$ cat config.mk
export PLATFORM = sky130hd
export DESIGN_NAME = dpb_div_pipe
export DESIGN_NICKNAME = d
export VERILOG_FILES = /design/src/hw/rtl/dpb_div_pipe.sv
export SDC_FILE = /design/constraint.sdc
export NUM_CORES = 2
export LEC_CHECK = 0
export BUFFER_PORTS_ARGS = -buffer_cell sky130_fd_sc_hd__buf_2
export CAP_MARGIN = 20
export CORE_ASPECT_RATIO = 1.2
export CORE_MARGIN = 3
export CORE_UTILIZATION = 45
export DETAILED_ROUTE_END_ITERATION = 7
export GPL_TIMING_DRIVEN = 0
export HOLD_SLACK_MARGIN = 0.1
export SETUP_SLACK_MARGIN = 0.5
export SLEW_MARGIN = 5
export SYNTH_ARGS = -nofsm -noshare
export SYNTH_HDL_FRONTEND = slang
export SYNTH_SLANG_ARGS = --single-unit
$ cat constraint.sdc
create_clock -name clk -period 3.8 [get_ports clk]
set_input_delay 0.19 -clock clk [delete_from_list [all_inputs] [get_ports clk]]
set_output_delay 0.19 -clock clk [all_outputs]
set_load 0.02 [all_outputs]
$ cat src/hw/rtl/dpb_div_pipe.sv
`default_nettype none
// ----------------------------------------------------------------------------
// Pipelined restoring divider
// One quotient bit per stage. The remainder enters already reduced below the
// divisor; the low numerator bits shift out as the quotient bits shift in.
// ----------------------------------------------------------------------------
module dpb_div_pipe #(
  parameter int DEN_W = 29,
  parameter int Q_W   = 32
) (
  input  wire logic             clk,
  input  wire logic             en,
  input  wire logic [DEN_W-1:0] den,
  input  wire logic [DEN_W-1:0] rem_in,
  input  wire logic [Q_W-1:0]   nq_in,
  output logic      [Q_W-1:0]   q
);

  logic [DEN_W-1:0] rem_r [Q_W];
  logic [Q_W-1:0]   nq_r  [Q_W];

  for (genvar i = 0; i < Q_W; i++) begin : g_step
    logic [DEN_W-1:0] rem_src;
    logic [Q_W-1:0]   nq_src;
    logic [DEN_W:0]   trial;
    logic [DEN_W:0]   diff;
    logic             ge;

    if (i == 0) begin : g_first
      assign rem_src = rem_in;
      assign nq_src  = nq_in;
    end else begin : g_next
      assign rem_src = rem_r[i-1];
      assign nq_src  = nq_r[i-1];
    end

    assign trial = {rem_src, nq_src[Q_W-1]};
    assign ge    = (trial >= {1'b0, den});
    assign diff  = trial - {1'b0, den};

    always_ff @(posedge clk) begin
      if (en) begin
        rem_r[i] <= ge ? diff[DEN_W-1:0] : trial[DEN_W-1:0];
        nq_r[i]  <= {nq_src[Q_W-2:0], ge};
      end
    end
  end

  assign q = nq_r[Q_W-1];

endmodule
`default_nettype wire
==> impl_results.md <==
* Initial antenna violation count at 7
* Post-synth EDFFs at 1923
* Share of layout cells above drive strength 1 at 16.8%
* Count leader, synth: edfxtp_1
* First-pass GRT wire length at 487 mm
* Post-route ant nets at 0
* Max Clock Freq at 268 MHz
* Drt total wl at 324 mm
* Synthesized net count at 11000
* Levels on crit path at 15
* Outcome: complete, no violations
* Clk Latency, worst-skew pair at 0.88 ns
* Worst-margin pin slew at 0.994 ns
* Synth async-reset ratio at 0%
* Vias in the first global route at 81900
* Clock tree buffer depth at 4
* YS warnings at 0
* CP arrival at 4.34 ns
* Crit-path cells: inv_2 > ha_4 > fa_2 > nor2b_4 > o31a_1 > o32ai_4 > a31oi_4 > a221oi_4 > a31oi_4 > or4_4 > a311oi_4 > buf_6 > buf_6 > inv_4 > mux2_4
* Fin. max-slew vios at 0
* Slew margin rel. at 33.8%
* Post-synth top area share at 51.5%
* Critical path's slowest cell: or4_4
* Largest net degree at the start of global routing at 180
* Die Wd at 462 um
* Register area at 0.0577 mm2
* Most common library cells after synthesis: edfxtp_1 (1923), ha_1 (928), nand2_1 (885), a21oi_1 (835), o21ai_0 (826)
* CP Launch Point: nq_r[1][287]
* Row cnt at 200
* Period utilization at 98.2%
* Clk sinks at 1923
* Post-DP Area at 0.119 mm2
* Final Cell Area at 0.134 mm2
* Vias/cell at 5.84
* Via count at 82300
* Top Family by Delay on Critical Path: compound AO/OA/AOI/OAI gates
* CP startpoint kind: register
* Final HPWL DP at 225 mm
* TritonCTS clock tree: built
* Gr ovfl total at 0
* Crit path to: rem_r[1][279]
* Crit Path Class: reg2reg
* Worst min-delay path category: in2reg
* Die outline height at 553 um
* Peak VDD IR at 0.505 mV
* CP endpoint kind: register
* GP Congestion at 0.909
* Setup ws final at 0.0678 ns
* Top_reg_cell synth: edfxtp_1
* Final Non-Filler Cells at 14100
* Worst-path clk slew at 0.06 ns
* R2R depth at 15
* R2r setup slk at 0.07 ns
* Total Power at 127 mW
* Synth Register Bits at 1923
* Gr usage total at 24.7%
* DP Cell Count at 13400
* RSZ-0062 raised after global routing: true
* CP bufs+invs at 4
* CP max FO at 7
* Final worst path period need at 3.73 ns
* Post-layout net count at 11800
* Num ports at 124
* Post-layout util at 54.1%
* Max-cap violations at 0
* Netlist cell types at 85
* Synth area leaders: edfxtp_1 (51%), ha_1 (10%), a21oi_1 (3.7%)
* RR Endpoint: rem_r[1][279]
* DR WL/cell at 22.9 um
* Final Skew at 0.0512 ns
* Die Area at 0.255 mm2
* Setup slack at placement at -1.75 ns
* H-tree depth at 4
* Num CTS Buffers at 213
* Initial core utilization at 45.3%
* Leading area contributor after synthesis: edfxtp_1
* Area delta synth->final at 19.4%
* Final setup viols at 0
* Hold_ws at 0.129 ns
* Hold path cells at 3
* Multi-input gate area at 0.0560 mm2
* Initial DRT Pass Iterations at 8
* # DRC at 0
* CTS root buffer: clkbuf_16
* TNS Setup at 0 ns
* Mapped Avg Cell Area at 11.3 um2
* Cells after synthesis at 9951
* I/O Buffers at 123
* Cell Area, Synth at 0.112 mm2
* Lkg Pwr at 52.6 nW
* RR Startpoint: nq_r[1][287]
* Power per cell area at 945 mW/mm2
* Register area share after synthesis at 51.5%
* Slowest stage delay, CP at 0.44 ns
* Final hold vios at 0
* Core area at 0.248 mm2
* Iteration-0 DRC Markers at 5776
* Worst endpoint required time at 4.41 ns
* Fillcell total at 21000
-- power by group --
part / total (mW) / switching (mW) / internal (mW)
sequential: 37.3 / 4.27 / 33.0
clock: 20.8 / 8.51 / 12.3
combinational: 68.5 / 37.6 / 30.8
-- tightest hold or removal path, stage by stage --
cell and delay [ns]:
buf_6 0.30, ha_1 0.23, mux2i_1 0.08
-- metal layers --
layer	vias up	wire length [um]	GRT usage (%)
met3	744	14100	3.02
li1	39300	-	-
met2	2112	158000	42.3
met4	2	17300	11.7
met5	-	13	0
met1	40100	134000	30.9
-- cell families after synthesis --
kind of cell,count (synthesis),synth area share [%]
mux,296,2.94
simple gates,2510,10.6
xor+xnor,749,5.85
buf+inv,559,1.88
compound gates,2955,16.4
fa+ha+maj,959,10.9
flops,1923,51.5
-- flip-flops by register name, summed over array words and instances (netlist names) --
name   cells
nq_r    1024
rem_r    899
-- placed cells by master, fill, tap and decap left out, types with 107 or more instances in the layout --
cell | netlist | routed
edfxtp_1 | 1923 | 1923
o21ai_0 | 826 | 606
xor2_1 | 331 | 331
mux2_2 | 265 | 195
ha_1 | 928 | 884
nor2b_1 | 124 | 107
nand2b_1 | 143 | 139
o21a_1 | 118 | 116
nor3_1 | 127 | 125
nor2_1 | 570 | 552
nand2_1 | 885 | 815
clkbuf_16 | 0 | 249
nand4_1 | 151 | 151
a21oi_1 | 835 | 755
buf_2 | 11 | 123
a21o_1 | 477 | 477
buf_4 | 0 | 193
xnor2_1 | 418 | 418
clkbuf_1 | 235 | 129
inv_1 | 290 | 247
nand3_1 | 178 | 173
-- worst min-delay path by stage --
stage	startpoint	endpoint
after detailed placement	nq_in[20]	nq_r[0][21]
after CTS	rem_in[4]	rem_r[0][5]
after global placement	nq_in[2]	nq_r[0][3]
final	den[0]	rem_r[0][232]
after floorplan	nq_in[9]	nq_r[0][10]
after global routing	den[0]	rem_r[0][232]
-- area by class of cell --
cell class                      instances  area share, %
Sequential cell                      1923           43.1
Multi-Input combinational cell       7469           41.8
Timing Repair Buffer                  535           4.17
Clock buffer                          240           4.09
Tap cell                             3232           3.02
Buffer                                267           1.80
Clock inverter                        139           1.16
Inverter                              292          0.897
Antenna cell                            6         0.0112
-- what timing repair did --
item,in CTS,in global routing
gates cloned,26,3
pin swaps,198,81
buffers inserted,190,35
hold endpoints to repair,131,0
setup endpoints to repair,927,1204
resized for setup,1252,144
hold buffers,108,0
No activity file was read; power rests on OpenSTA's default activity.
